File: config.mk
export PLATFORM = sky130hd
export DESIGN_NAME = refstation_log_line_parser
export DESIGN_NICKNAME = d
export VERILOG_FILES = /design/src/hw/rtl/rlp_pkg.sv /design/src/hw/rtl/rlp_coord.sv /design/src/hw/rtl/refstation_log_line_parser.sv
export SDC_FILE = /design/constraint.sdc
export NUM_CORES = 2
export LEC_CHECK = 0
export BUFFER_PORTS_ARGS = -buffer_cell sky130_fd_sc_hd__buf_2
export CAP_MARGIN = 20
export CORE_ASPECT_RATIO = 1.5
export CORE_MARGIN = 2
export CORE_UTILIZATION = 55
export DETAILED_ROUTE_END_ITERATION = 7
export MAX_ROUTING_LAYER = met4
export PLACE_DENSITY = 0.72
export REMOVE_ABC_BUFFERS = 1
export SKIP_LAST_GASP = 1
export SYNTH_ARGS = -nofsm -noshare
export SYNTH_HDL_FRONTEND = slang
export SYNTH_HIERARCHICAL = 1
export SYNTH_SLANG_ARGS = --single-unit
File: constraint.sdc
create_clock -name clk_i -period 11.53 [get_ports clk_i]
set_input_delay 1.153 -clock clk_i [delete_from_list [all_inputs] [get_ports clk_i]]
set_output_delay 1.153 -clock clk_i [all_outputs]
set_load 0.02 [all_outputs]
File: src/hw/rtl/rlp_pkg.sv
// Shared constants, types and character helpers for the log line parser.
`default_nettype none

package rlp_pkg;

  // Line and field limits
  localparam int unsigned MAX_LINE_BYTES = 256;
  localparam int unsigned FIELD_CHARS    = 19;
  localparam int unsigned FRAC_DIGITS    = 3;

  // Field widths
  localparam int unsigned CharW   = 8;
  localparam int unsigned StatusW = 32;
  localparam int unsigned CoordW  = 40;
  localparam int unsigned HealthW = 32;
  localparam int unsigned SepW    = 8;
  localparam int unsigned ByteW   = $clog2(MAX_LINE_BYTES + 1);
  localparam int unsigned FposW   = $clog2(FIELD_CHARS + 1);
  localparam int unsigned FracW   = (FRAC_DIGITS > 0) ? $clog2(FRAC_DIGITS + 1) : 1;

  // Header
  localparam int unsigned HdrLen  = 13;
  localparam int unsigned HdrIdxW = $clog2(HdrLen);

  // Field numbers counted by separators
  localparam logic [SepW-1:0] StatusField = 8'd10;
  localparam logic [SepW-1:0] CoordField0 = 8'd11;
  localparam logic [SepW-1:0] HealthField = 8'd14;
  localparam logic [SepW-1:0] SepMax      = 8'd255;
  localparam int unsigned     NumCoords   = 3;

  // Character codes
  localparam logic [CharW-1:0] CharNul   = 8'h00;
  localparam logic [CharW-1:0] CharNl    = 8'h0A;
  localparam logic [CharW-1:0] CharComma = 8'h2C;
  localparam logic [CharW-1:0] CharSemi  = 8'h3B;
  localparam logic [CharW-1:0] CharDot   = 8'h2E;
  localparam logic [CharW-1:0] CharPlus  = 8'h2B;
  localparam logic [CharW-1:0] CharMinus = 8'h2D;
  localparam logic [CharW-1:0] CharZero  = 8'h30;

  // Saturation limits
  localparam logic [CoordW-1:0]  CoordCap  = {1'b1, {(CoordW-1){1'b0}}};
  localparam logic [HealthW-1:0] HealthCap = {1'b1, {(HealthW-1){1'b0}}};
  localparam logic [StatusW-1:0] StatusShiftMax = {4'b0000, {(StatusW-4){1'b1}}};

  // Powers of ten for fraction scaling
  function automatic int unsigned pow10(input int unsigned n);
    int unsigned p;
    p = 1;
    for (int unsigned i = 0; i < n; i++) begin
      p = p * 10;
    end
    return p;
  endfunction

  localparam int unsigned Pow10W = $clog2(pow10(FRAC_DIGITS) + 1);

  // Control from the top level to one coordinate unit
  typedef struct packed {
    logic clr;
    logic upd;
  } coord_ctrl_t;

  function automatic logic is_dec(input logic [CharW-1:0] c);
    return (c >= 8'h30) && (c <= 8'h39);
  endfunction

  function automatic logic is_blank(input logic [CharW-1:0] c);
    return (c == 8'h20) || (c == 8'h09) || (c == 8'h0B) || (c == 8'h0C) || (c == 8'h0D);
  endfunction

  function automatic logic is_sign(input logic [CharW-1:0] c);
    return (c == CharPlus) || (c == CharMinus);
  endfunction

  function automatic logic [3:0] dec_val(input logic [CharW-1:0] c);
    logic [CharW-1:0] d;
    d = c - CharZero;
    return d[3:0];
  endfunction

  // Hex digit value; bit 4 flags a valid digit
  function automatic logic [4:0] hex_val(input logic [CharW-1:0] c);
    logic [CharW-1:0] d;
    d = '0;
    if (c >= 8'h30 && c <= 8'h39) begin
      d = c - 8'h30;
      return {1'b1, d[3:0]};
    end else if (c >= 8'h61 && c <= 8'h66) begin
      d = c - 8'h57;
      return {1'b1, d[3:0]};
    end else if (c >= 8'h41 && c <= 8'h46) begin
      d = c - 8'h37;
      return {1'b1, d[3:0]};
    end
    return 5'b0_0000;
  endfunction

  // Expected header byte at each position
  function automatic logic [CharW-1:0] hdr_char(input logic [HdrIdxW-1:0] idx);
    logic [CharW-1:0] c;
    case (idx)
      4'd0:    c = 8'h23;
      4'd1:    c = 8'h52;
      4'd2:    c = 8'h45;
      4'd3:    c = 8'h46;
      4'd4:    c = 8'h53;
      4'd5:    c = 8'h54;
      4'd6:    c = 8'h41;
      4'd7:    c = 8'h54;
      4'd8:    c = 8'h49;
      4'd9:    c = 8'h4F;
      4'd10:   c = 8'h4E;
      4'd11:   c = 8'h41;
      4'd12:   c = 8'h2C;
      default: c = 8'h00;
    endcase
    return c;
  endfunction

  // Scale factor 10^(FRAC_DIGITS - f) for a coordinate with f fraction digits
  function automatic logic [Pow10W-1:0] frac_scale(input logic [FracW-1:0] f);
    logic [Pow10W-1:0] p;
    p = Pow10W'(1);
    for (int unsigned i = 0; i < FRAC_DIGITS; i++) begin
      if (FracW'(i) >= f) begin
        p = Pow10W'(p * Pow10W'(10));
      end
    end
    return p;
  endfunction

endpackage

`default_nettype wire

File: src/hw/rtl/rlp_coord.sv
// One decimal coordinate accumulator with fraction scaling and saturation.
`default_nettype none

module rlp_coord (
  input  wire logic                        clk_i,
  input  wire logic                        rst_ni,
  input  wire rlp_pkg::coord_ctrl_t        ctrl_i,
  input  wire logic [rlp_pkg::CharW-1:0]   char_i,
  output logic      [rlp_pkg::CoordW-1:0]  value_o,
  output logic                             nonzero_o
);

  typedef enum logic [2:0] {
    PhBefore,
    PhSigned,
    PhInt,
    PhFrac,
    PhStop
  } phase_e;

  localparam int unsigned SumW  = rlp_pkg::CoordW + 4;
  localparam int unsigned ProdW = rlp_pkg::CoordW + rlp_pkg::Pow10W;

  phase_e                           phase_q, phase_d;
  logic [rlp_pkg::CoordW-1:0]       acc_q, acc_d;
  logic                             neg_q, neg_d;
  logic [rlp_pkg::FracW-1:0]        frac_q, frac_d;
  logic [SumW-1:0]                  sum;
  logic [rlp_pkg::CoordW-1:0]       acc_next;
  logic [ProdW-1:0]                 scaled;
  logic [rlp_pkg::CoordW-1:0]       mag;

  // Multiply-add one digit, cap at the magnitude limit
  always_comb begin
    sum = (SumW'(acc_q) << 3) + (SumW'(acc_q) << 1) + SumW'(rlp_pkg::dec_val(char_i));
    acc_next = (sum > SumW'(rlp_pkg::CoordCap)) ? rlp_pkg::CoordCap
                                                 : sum[rlp_pkg::CoordW-1:0];
  end

  // Advance the number scanner
  always_comb begin
    phase_d = phase_q;
    acc_d   = acc_q;
    neg_d   = neg_q;
    frac_d  = frac_q;
    if (ctrl_i.clr) begin
      phase_d = PhBefore;
      acc_d   = '0;
      neg_d   = 1'b0;
      frac_d  = '0;
    end else if (ctrl_i.upd && phase_q != PhStop) begin
      if (rlp_pkg::is_dec(char_i)) begin
        if (phase_q == PhFrac) begin
          if (frac_q < rlp_pkg::FracW'(rlp_pkg::FRAC_DIGITS)) begin
            frac_d = frac_q + rlp_pkg::FracW'(1);
            acc_d  = acc_next;
          end
        end else begin
          phase_d = PhInt;
          acc_d   = acc_next;
        end
      end else if (char_i == rlp_pkg::CharDot && phase_q != PhFrac) begin
        phase_d = PhFrac;
      end else if (phase_q == PhBefore && rlp_pkg::is_blank(char_i)) begin
        phase_d = phase_q;
      end else if (phase_q == PhBefore && rlp_pkg::is_sign(char_i)) begin
        neg_d   = (char_i == rlp_pkg::CharMinus);
        phase_d = PhSigned;
      end else begin
        phase_d = PhStop;
      end
    end
  end

  always_ff @(posedge clk_i or negedge rst_ni) begin
    if (!rst_ni) begin
      phase_q <= PhBefore;
      acc_q   <= '0;
      neg_q   <= 1'b0;
      frac_q  <= '0;
    end else begin
      phase_q <= phase_d;
      acc_q   <= acc_d;
      neg_q   <= neg_d;
      frac_q  <= frac_d;
    end
  end

  // Scale missing fraction digits, saturate, apply sign
  always_comb begin
    scaled = ProdW'(acc_q) * ProdW'(rlp_pkg::frac_scale(frac_q));
    mag    = (scaled > ProdW'(rlp_pkg::CoordCap)) ? rlp_pkg::CoordCap
                                                   : scaled[rlp_pkg::CoordW-1:0];
    if (neg_q) begin
      value_o = ~mag + rlp_pkg::CoordW'(1);
    end else if (mag > rlp_pkg::CoordCap - rlp_pkg::CoordW'(1)) begin
      value_o = rlp_pkg::CoordCap - rlp_pkg::CoordW'(1);
    end else begin
      value_o = mag;
    end
    nonzero_o = (acc_q != '0);
  end

endmodule

`default_nettype wire

File: src/hw/rtl/refstation_log_line_parser.sv
// Top level of the streaming log line parser.
//
// Input channel: in_valid_i / in_stall_o carry one line byte per item on
// char_code_i. Output channel: out_valid_o / out_stall_i carry one parsed
// record per line, emitted when a newline or NUL byte arrives; other bytes
// produce nothing. An item moves when valid is high and stall is low.
//
// Throughput: one byte per cycle, except while a terminator waits in the
// input register for a stalled record to be taken. Each byte is captured
// in an input register and then folded into the line state by one
// multiply-add per decimal field; records leave from an output register.
//
// When the receiver stalls, the record holds in the output register and
// ordinary bytes keep flowing; a second terminator waits in the input
// register, which raises in_stall_o until the record is taken.
//
// Reset clears all line state and both valid flags; the header check
// starts armed and all accumulators start at zero.
`default_nettype none

module refstation_log_line_parser (
  input  wire logic                          clk_i,
  input  wire logic                          rst_ni,
  input  wire logic                          in_valid_i,
  output logic                               in_stall_o,
  input  wire logic [7:0]                    char_code_i,
  output logic                               out_valid_o,
  input  wire logic                          out_stall_i,
  output logic                               header_match_o,
  output logic      [31:0]                   status_word_o,
  output logic signed [39:0]                 x_milli_o,
  output logic signed [39:0]                 y_milli_o,
  output logic signed [39:0]                 z_milli_o,
  output logic signed [31:0]                 health_value_o,
  output logic                               record_valid_o
);

  typedef enum logic [1:0] {
    HpBefore,
    HpNumber,
    HpStop
  } hphase_e;

  localparam int unsigned HSumW = rlp_pkg::HealthW + 4;

  // Input register
  logic                              in_valid_q;
  logic [rlp_pkg::CharW-1:0]         char_q;

  // Line state
  logic [rlp_pkg::ByteW-1:0]         byte_cnt_q, byte_cnt_d;
  logic [rlp_pkg::SepW-1:0]          sep_cnt_q, sep_cnt_d;
  logic [rlp_pkg::FposW-1:0]         fpos_q, fpos_d;
  logic                              hdr_ok_q, hdr_ok_d;
  logic [rlp_pkg::StatusW-1:0]       st_acc_q, st_acc_d;
  logic                              st_seen_q, st_seen_d;
  logic                              st_bad_q, st_bad_d;
  logic [rlp_pkg::HealthW-1:0]       h_acc_q, h_acc_d;
  logic                              h_neg_q, h_neg_d;
  hphase_e                           h_phase_q, h_phase_d;

  // Output register
  logic                              out_valid_q;
  logic                              hdr_match_q;
  logic [rlp_pkg::StatusW-1:0]       status_q;
  logic [rlp_pkg::CoordW-1:0]        coord_q [rlp_pkg::NumCoords];
  logic [rlp_pkg::HealthW-1:0]       health_q;
  logic                              rec_valid_q;

  logic                              is_term;
  logic                              out_free;
  logic                              proc;
  logic                              do_term;
  logic                              do_byte;
  logic                              is_sep;
  logic                              field_upd;
  logic [4:0]                        hex;
  logic [HSumW-1:0]                  h_sum;
  logic [rlp_pkg::StatusW-1:0]       st_word;
  logic [rlp_pkg::HealthW-1:0]       h_word;
  logic                              any_nonzero;

  rlp_pkg::coord_ctrl_t              coord_ctrl [rlp_pkg::NumCoords];
  logic [rlp_pkg::CoordW-1:0]        coord_val  [rlp_pkg::NumCoords];
  logic [rlp_pkg::NumCoords-1:0]     coord_nz;

  // Decide whether the held item can be processed this cycle
  always_comb begin
    is_term  = (char_q == rlp_pkg::CharNl) || (char_q == rlp_pkg::CharNul);
    out_free = !out_valid_q || !out_stall_i;
    proc     = in_valid_q && (!is_term || out_free);
    do_term  = proc && is_term;
    do_byte  = proc && !is_term && (byte_cnt_q < rlp_pkg::ByteW'(rlp_pkg::MAX_LINE_BYTES));
    is_sep   = (char_q == rlp_pkg::CharComma) || (char_q == rlp_pkg::CharSemi);
    field_upd = do_byte && !is_sep
             && (sep_cnt_q >= rlp_pkg::StatusField) && (sep_cnt_q <= rlp_pkg::HealthField)
             && (fpos_q < rlp_pkg::FposW'(rlp_pkg::FIELD_CHARS));
  end

  assign in_stall_o = in_valid_q && !proc;

  // Capture the next item
  always_ff @(posedge clk_i or negedge rst_ni) begin
    if (!rst_ni) begin
      in_valid_q <= 1'b0;
    end else if (!in_stall_o) begin
      in_valid_q <= in_valid_i;
    end
  end

  always_ff @(posedge clk_i) begin
    if (!in_stall_o) begin
      char_q <= char_code_i;
    end
  end

  // Track bytes, header, separators and field position
  always_comb begin
    byte_cnt_d = byte_cnt_q;
    sep_cnt_d  = sep_cnt_q;
    fpos_d     = fpos_q;
    hdr_ok_d   = hdr_ok_q;
    if (do_term) begin
      byte_cnt_d = '0;
      sep_cnt_d  = '0;
      fpos_d     = '0;
      hdr_ok_d   = 1'b1;
    end else if (do_byte) begin
      if (byte_cnt_q < rlp_pkg::ByteW'(rlp_pkg::HdrLen)
          && char_q != rlp_pkg::hdr_char(byte_cnt_q[rlp_pkg::HdrIdxW-1:0])) begin
        hdr_ok_d = 1'b0;
      end
      byte_cnt_d = byte_cnt_q + rlp_pkg::ByteW'(1);
      if (is_sep) begin
        if (sep_cnt_q < rlp_pkg::SepMax) begin
          sep_cnt_d = sep_cnt_q + rlp_pkg::SepW'(1);
        end
        fpos_d = '0;
      end else if (field_upd) begin
        fpos_d = fpos_q + rlp_pkg::FposW'(1);
      end
    end
  end

  // Accumulate the hex status field
  always_comb begin
    hex       = rlp_pkg::hex_val(char_q);
    st_acc_d  = st_acc_q;
    st_seen_d = st_seen_q;
    st_bad_d  = st_bad_q;
    if (do_term) begin
      st_acc_d  = '0;
      st_seen_d = 1'b0;
      st_bad_d  = 1'b0;
    end else if (field_upd && sep_cnt_q == rlp_pkg::StatusField) begin
      st_seen_d = 1'b1;
      if (!hex[4]) begin
        st_bad_d = 1'b1;
      end else if (st_acc_q > rlp_pkg::StatusShiftMax) begin
        st_acc_d = '1;
      end else begin
        st_acc_d = {st_acc_q[rlp_pkg::StatusW-5:0], hex[3:0]};
      end
    end
  end

  // Accumulate the decimal health field
  always_comb begin
    h_sum     = (HSumW'(h_acc_q) << 3) + (HSumW'(h_acc_q) << 1)
              + HSumW'(rlp_pkg::dec_val(char_q));
    h_acc_d   = h_acc_q;
    h_neg_d   = h_neg_q;
    h_phase_d = h_phase_q;
    if (do_term) begin
      h_acc_d   = '0;
      h_neg_d   = 1'b0;
      h_phase_d = HpBefore;
    end else if (field_upd && sep_cnt_q == rlp_pkg::HealthField && h_phase_q != HpStop) begin
      if (rlp_pkg::is_dec(char_q)) begin
        h_acc_d   = (h_sum > HSumW'(rlp_pkg::HealthCap)) ? rlp_pkg::HealthCap
                                                         : h_sum[rlp_pkg::HealthW-1:0];
        h_phase_d = HpNumber;
      end else if (h_phase_q == HpBefore && rlp_pkg::is_blank(char_q)) begin
        h_phase_d = HpBefore;
      end else if (h_phase_q == HpBefore && rlp_pkg::is_sign(char_q)) begin
        h_neg_d   = (char_q == rlp_pkg::CharMinus);
        h_phase_d = HpNumber;
      end else begin
        h_phase_d = HpStop;
      end
    end
  end

  always_ff @(posedge clk_i or negedge rst_ni) begin
    if (!rst_ni) begin
      byte_cnt_q <= '0;
      sep_cnt_q  <= '0;
      fpos_q     <= '0;
      hdr_ok_q   <= 1'b1;
      st_acc_q   <= '0;
      st_seen_q  <= 1'b0;
      st_bad_q   <= 1'b0;
      h_acc_q    <= '0;
      h_neg_q    <= 1'b0;
      h_phase_q  <= HpBefore;
    end else begin
      byte_cnt_q <= byte_cnt_d;
      sep_cnt_q  <= sep_cnt_d;
      fpos_q     <= fpos_d;
      hdr_ok_q   <= hdr_ok_d;
      st_acc_q   <= st_acc_d;
      st_seen_q  <= st_seen_d;
      st_bad_q   <= st_bad_d;
      h_acc_q    <= h_acc_d;
      h_neg_q    <= h_neg_d;
      h_phase_q  <= h_phase_d;
    end
  end

  // Coordinate units, one per field
  for (genvar k = 0; k < rlp_pkg::NumCoords; k++) begin : g_coord
    assign coord_ctrl[k].clr = do_term;
    assign coord_ctrl[k].upd = field_upd
                            && (sep_cnt_q == rlp_pkg::CoordField0 + rlp_pkg::SepW'(k));

    rlp_coord u_coord (
      .clk_i     (clk_i),
      .rst_ni    (rst_ni),
      .ctrl_i    (coord_ctrl[k]),
      .char_i    (char_q),
      .value_o   (coord_val[k]),
      .nonzero_o (coord_nz[k])
    );
  end

  // Form the record from the line state
  always_comb begin
    st_word = (!st_seen_q || st_bad_q) ? rlp_pkg::StatusW'(1) : st_acc_q;
    if (h_neg_q) begin
      h_word = ~h_acc_q + rlp_pkg::HealthW'(1);
    end else if (h_acc_q > rlp_pkg::HealthCap - rlp_pkg::HealthW'(1)) begin
      h_word = rlp_pkg::HealthCap - rlp_pkg::HealthW'(1);
    end else begin
      h_word = h_acc_q;
    end
    any_nonzero = |coord_nz;
  end

  // Hold the record until taken
  always_ff @(posedge clk_i or negedge rst_ni) begin
    if (!rst_ni) begin
      out_valid_q <= 1'b0;
    end else if (do_term) begin
      out_valid_q <= 1'b1;
    end else if (!out_stall_i) begin
      out_valid_q <= 1'b0;
    end
  end

  always_ff @(posedge clk_i) begin
    if (do_term) begin
      hdr_match_q <= hdr_ok_q && (byte_cnt_q >= rlp_pkg::ByteW'(rlp_pkg::HdrLen));
      status_q    <= st_word;
      coord_q     <= coord_val;
      health_q    <= h_word;
      rec_valid_q <= !st_word[0] && any_nonzero;
    end
  end

  assign out_valid_o    = out_valid_q;
  assign header_match_o = hdr_match_q;
  assign status_word_o  = status_q;
  assign x_milli_o      = coord_q[0];
  assign y_milli_o      = coord_q[1];
  assign z_milli_o      = coord_q[2];
  assign health_value_o = health_q;
  assign record_valid_o = rec_valid_q;

endmodule

`default_nettype wire

# ---- Word level (Yosys, flattened, before mapping)
# Memories as Yosys holds them, arrays and structs flattened.
# Index checks and enable logic that the tools add are counted.
dict set report totals {
  register_bits 426
  mem_bits_ro 112
  inputBits 12
  out_inout_bits 188
  elab_cells 393
  n_memories 1
}
# name depth word_bits rd rd_clocked_by_memory_dff wr line_no
set memory_table {}
lappend memory_table {{(name not given)} 16 7 1 0 0 rlp_pkg.sv:103} ;# case (idx)
dict set report op_classes {
  addsub 21
  mul 9
  n_lt_le_gt_ge 37
  eq_ne 46
  n_mux 140
  n_bitwise 4
  reduce_logical 102
}
# operator count
set op_table {}
lappend op_table {{$mux W40} 27}
lappend op_table {{$mux W32} 10}
lappend op_table {{$gt A50 B40 Y1 const B} 3}
lappend op_table {{$mul A40 B10 Y50} 3}
lappend op_table {{$add A43 B41 Y44} 3}
lappend op_table {{$add A44 B4 Y44} 3}
lappend op_table {{$gt A44 B40 Y1 const B} 3}
lappend op_table {{$add A40 B1 Y40 const B} 3}
lappend op_table {{$gt A40 B39 Y1 const B} 3}
lappend op_table {{$not A40 Y40} 3}
lappend op_table {{$reduce_bool A40 Y1} 3}
lappend op_table {{$eq A8 B4 Y1 const B} 10}
lappend op_table {{$mux W3} 21}
lappend op_table {{$mul A10 B3 Y9 const B} 6}
lappend op_table {{$mux W10} 6}
lappend op_table {{$eq A8 B6 Y1 const B} 6}
lappend op_table {{$mux W8} 6}
lappend op_table {{$reduce_bool A2 Y1} 21}
lappend op_table {{$mux W2} 20}
lappend op_table {{$mux W5} 8}
lappend op_table {{$mux W1} 37}
lappend op_table {{$add A35 B33 Y36} 1}
lappend op_table {{$add A36 B4 Y36} 1}
lappend op_table {{$gt A36 B32 Y1 const B} 1}
lappend op_table {{45 further kinds} 151}

# ---- Longest topological paths before layout
dict set report depth {
  ltp_word 15
  ltp_mapped 45
  ltp_nobuf 40
}

# ---- Cells and area by module
# The synthesis kept the hierarchy.
# module n_inst cells_each area_per_inst_um2 seq_area_each_um2
set modules_own_cells {}
lappend modules_own_cells {{rlp_coord at g_coord[2].u_coord} 1 2416 19525.0 1151.1}
lappend modules_own_cells {{rlp_coord at g_coord[1].u_coord} 1 2435 19498.7 1151.1}
lappend modules_own_cells {{rlp_coord at g_coord[0].u_coord} 1 2374 19342.3 1151.1}
lappend modules_own_cells {refstation_log_line_parser 1 1167 13699.4 8179.1}

# ---- Least setup slack after synthesis
# OpenSTA, ideal clock, no wires.
dict set report synth_timing {
  kind {reg-to-reg}
  startpoint {reg g_coord[2].u_coord/frac_q[0] in the netlist's numbering}
  endpoint {reg coord_q (netlist bit z_milli_o[28]), data pin}
  setup_time_ns 0.271
  arrival_time_ns 10.004
  t_required_ns 11.259
  slack_ns 1.256
  path_stages_with_launch 44
  n_path_buf 6
  synth_period_minus_slack_ns 10.274
  cell_sequence {dfrtp_1 -> inv_1 -> clkbuf_1 -> ha_1 -> nor4_1 -> clkbuf_1 -> nand2_1 -> fa_1 -> inv_1 -> fa_1 -> fa_1 -> fa_1 -> inv_1 -> fa_1 -> inv_1 -> ha_1 -> clkbuf_1 -> and4_1 -> (+8 left out) -> a21boi_1 -> nor2_2 -> buf_2 -> nand3_1 -> ha_1 -> clkbuf_1 -> inv_1 -> nor3_1 -> o211ai_1 -> nor3_1 -> nand3_1 -> nor3_1 -> nand3_1 -> nor3_1 -> nand4_1 -> nor2_1 -> a31oi_1 -> a2bb2oi_1}
}
# element line_no
set synth_rtl {}
lappend synth_rtl {{start: declaration} rlp_coord.sv:27} ;# logic [rlp_pkg::FracW-1:0] frac_q, frac_d;
lappend synth_rtl {{start signal: assignment} rlp_coord.sv:85} ;# frac_q <= frac_d;
lappend synth_rtl {{end signal: assignment} refstation_log_line_parser.sv:264} ;# coord_q <= coord_val;
lappend synth_rtl {{end: declaration} refstation_log_line_parser.sv:66} ;# logic [rlp_pkg::CoordW-1:0] coord_q [rlp_pkg::NumCoords];

==> impl_metrics.csv <==
group,metric,value,unit
critical_path,cpMaxStageDelayCell,"fa_1",
critical_path,setup.worst_path.class,"reg -> reg",
floorplanning,fp.dieW,299.6,um
synthesis,synth_flop_cell,"dfrtp_1",
final_layout,fin_util,0.5849,
sta,setup_violations,0,
pwr,clkPwrFrac,0.284,
synthesis,synth-edff-count,194,
critical_path,critical_path_arrival,11430,ps
pwr,p_comb_frac,0.386,
critical_path,worst_path_largest_cell_delay,550,ps
placement,postPlaceCellArea,74350,um2
synthesis,synth_seq_cells,426,
grt,grt_pass1_vias,63870,
critical_path,critPathLaunchType,"flip-flop",
routing,vias_per_cell,6.140,
clock_tree,clockRootBuffer,"clkbuf_16",
pwr,p_int,3.314,mW
sta,period_share,0.9608,
floorplanning,dieArea,134000,um2
floorplanning,fp.dieH,447.3,um
floorplanning,io_pins,200,
placement,io_buffers,199,
synthesis,netlist_instances,8392,
hold_path,hold_depth,2,
critical_path,critPathMaxFanout,32,
critical_path,worst_r2r_path_depth,35,
routing,vias,61750,
hold_path,hp-class,"reg -> reg",
synthesis,synth.distinct_cells,129,
floorplanning,fp-row-count,162,
grt,grt_util_all_layers,0.3294,
synthesis,yosysTopAreaCell,"fa_1",
sta,worstMarginPinSlew,1163,ps
outcome,outcome,"completed",
routing,avgRoutedWirePerCell,21.19,um
clock_tree,insertion_delay,670,ps
critical_path,r2r_slack,450,ps
sta,hold_violations,0,
routing,firstDrtPassIters,6,
clock_tree,htree_levels,2,
clock_tree,cts-buffers-inserted,46,
pwr,sequentialPowerShare,0.330,
grt,antenna_found_initial,2,
synthesis,synth_top_area_share,0.2547,
critical_path,path_common_cell,"fa_1",
sta,drv_slew,0,
pwr,p_leak,38.27,nW
routing,routed_wl,213100,um
grt,grt_max_degree,124,
clock_tree,cts_setup_buffers,0,
sta,fin_crit,11080,ps
synthesis,yosysWarnings,6,
synthesis,async_flop_share,0.5446,
synthesis,syn_area,72070,um2
routing,drc,0,
placement,hpwl,171000,um
final_layout,final_area,75990,um2
critical_path,end_kind,"flip-flop",
final_layout,area_growth,5.443,%
floorplanning,core,129900,um2
critical_path,cp.required,11880,ps
floorplanning,start_util,0.5547,
sta,clock_skew,58.98,ps
clock_tree,clock_sinks,426,
routing,ant_nets,0,
placement,place_congestion,0.9916,
synthesis,syn_area_per_cell,8.587,um2
synthesis,synthTopCellsByArea,"fa_1, ha_1, edfxtp_1",
routing,drtIter0Drc,4082,
final_layout,fin_nets,9823,
job,maxCapViolCount,0,
grt,grt_remaining_overflow,0,
clock_tree,clkTransAtPathRegs,70,ps
pwr,ir_worst_vdd,0.1267,mV
final_layout,drive_above_1_share,0.06360,
clock_tree,clock_path_buffers,3,
synthesis,yosysSeqAreaShare,0.1614,
pwr,p_sw_frac,0.3984,
clock_tree,cts_tree,"done",
sta,rsz0062_at_grt,"false",
grt,grt_pass1_wl,342900,um
pwr,powerDensity,72.50,nW/um2
sta,slew_headroom,0.2176,
sta,fmax,90.27,MHz
pwr,power.switching,2.195,mW
## repair_timing
action                                  CTS  global route
endpoints found under the setup margin    0            16
resized for setup                         0            10
hold buffers                              0             0
## critical path, delay by kind of cell, from the launching register on
family                     cells  cell delay, ps
adders and majority gates      8            3580
muxes                          2             470
buffers and inverters          6             960
DFF                            1             370
and+or+nand+nor               13            3350
AOI/OAI and AO/OA              6            1990
## cells in the mapped netlist (31+ instances only)
cell      count
a211oi_1     71
a21o_1      115
a21oi_1     478
a22o_1       80
a31oi_1      64
and2_1      360
and3_1       79
and4_1       44
buf_2        44
clkbuf_1    378
dfrtp_1     231
edfxtp_1    194
fa_1        917
ha_1        598
inv_1       986
mux2i_1      51
nand2_1    1141
nand2b_1     33
nand3_1     144
nand4_1     113
nor2_1      469
nor2b_1      75
nor3_1      153
nor4_1       84
o211ai_1     59
o21a_1       68
o21ai_0     342
o21ai_1      31
o21bai_1     34
o31ai_1      50
or2_2        32
or3_1        59
or4_1        33
xnor2_1     130
xor2_1      106
## routing by layer
layer  global-route usage  up-vias  wire length (um)  part of all wire
li1                     -    28490                 -                 -
met1               0.3591    30450             77720              0.36
met2               0.5883     2131            111000              0.52
met3              0.02868      686             10350             0.049
met4               0.1890        0             14000             0.066
met5                    -        -                 0                 0
## power groups by stage
| stage | registers, mW | logic (mW) | clock network [mW] |
|---|---|---|---|
| after floorplan | 1.84 | 1.43 | 0 |
| after global placement | 1.84 | 2.05 | 0 |
| after detailed placement | 1.85 | 2.08 | 0 |
| after CTS | 1.82 | 2.09 | 1.59 |
| after global routing | 1.83 | 2.34 | 1.65 |
| final | 1.82 | 2.12 | 1.57 |
## metrics by stage
step | setup slack (ps) | total power [mW] | hold WS [ps] | instances | TNS (ps)
floorplan | -562.9 | 3.265 | 447.8 | 7938 | -8040
global placement | 217.8 | 3.889 | 458.9 | 9968 | 0
detailed placement | 145.9 | 3.923 | 464.4 | 9969 | 0
CTS | 32.11 | 5.503 | 472.9 | 10050 | 0
global route | 10.06 | 5.823 | 508.5 | 10060 | 0
finish | 452.4 | 5.509 | 473.4 | 10060 | 0
## cell usage in the layout (no fill, tap or decap), types with 130 or more instances in the layout
master and n:
a21oi_1 476, and2_1 360, buf_2 199, dfrtp_1 229, edfxtp_1 194, fa_1 917, ha_1 594, inv_1 985
nand2_1 1141, nand3_1 143, nor2_1 468, nor3_1 152, o21ai_0 341, xnor2_1 130
## final timing paths
kind,startpoint,endpoint
setup / recovery,g_coord[1].u_coord/frac_q[1],y_milli_o[36]
hold / removal,hdr_ok_q,hdr_ok_q
setup reg to reg,g_coord[1].u_coord/frac_q[1],y_milli_o[36]
hold reg to reg,hdr_ok_q,hdr_ok_q
max in group asynchronous,rst_ni,g_coord[0].u_coord/acc_q[38]
min in group asynchronous,rst_ni,out_valid_o
## registers in the layout (all words and copies together), names as in the netlist, 6 cells and up
register / cells
sep_cnt_q: 8
h_acc_q: 32
g_coord.u_coord/frac_q: 6
byte_cnt_q: 9
z_milli_o: 40
st_acc_q: 32
health_value_o: 32
y_milli_o: 40
g_coord.u_coord/phase_q: 9
g_coord.u_coord/acc_q: 120
x_milli_o: 40
char_q: 8
status_word_o: 32
## final cells by class
class	instances	area, um2
timing repair buffer	310	1873
inverter	991	3727
sequential	426	11630
fill	11710	53940
multi-input combinational	6521	55030
tap	1722	2155
antenna	2	5.005
clock buffer	58	1237
clock inverter	27	321.6
## logic make-up after synthesis
kind of cell	share of synthesized area
flops	0.1614
mux	0.008646
simple gates	0.1991
compound gates	0.1665
buf+inv	0.07695
fa+ha+maj	0.3587
xor+xnor	0.02868
No activity file was read; power rests on OpenSTA's default activity.
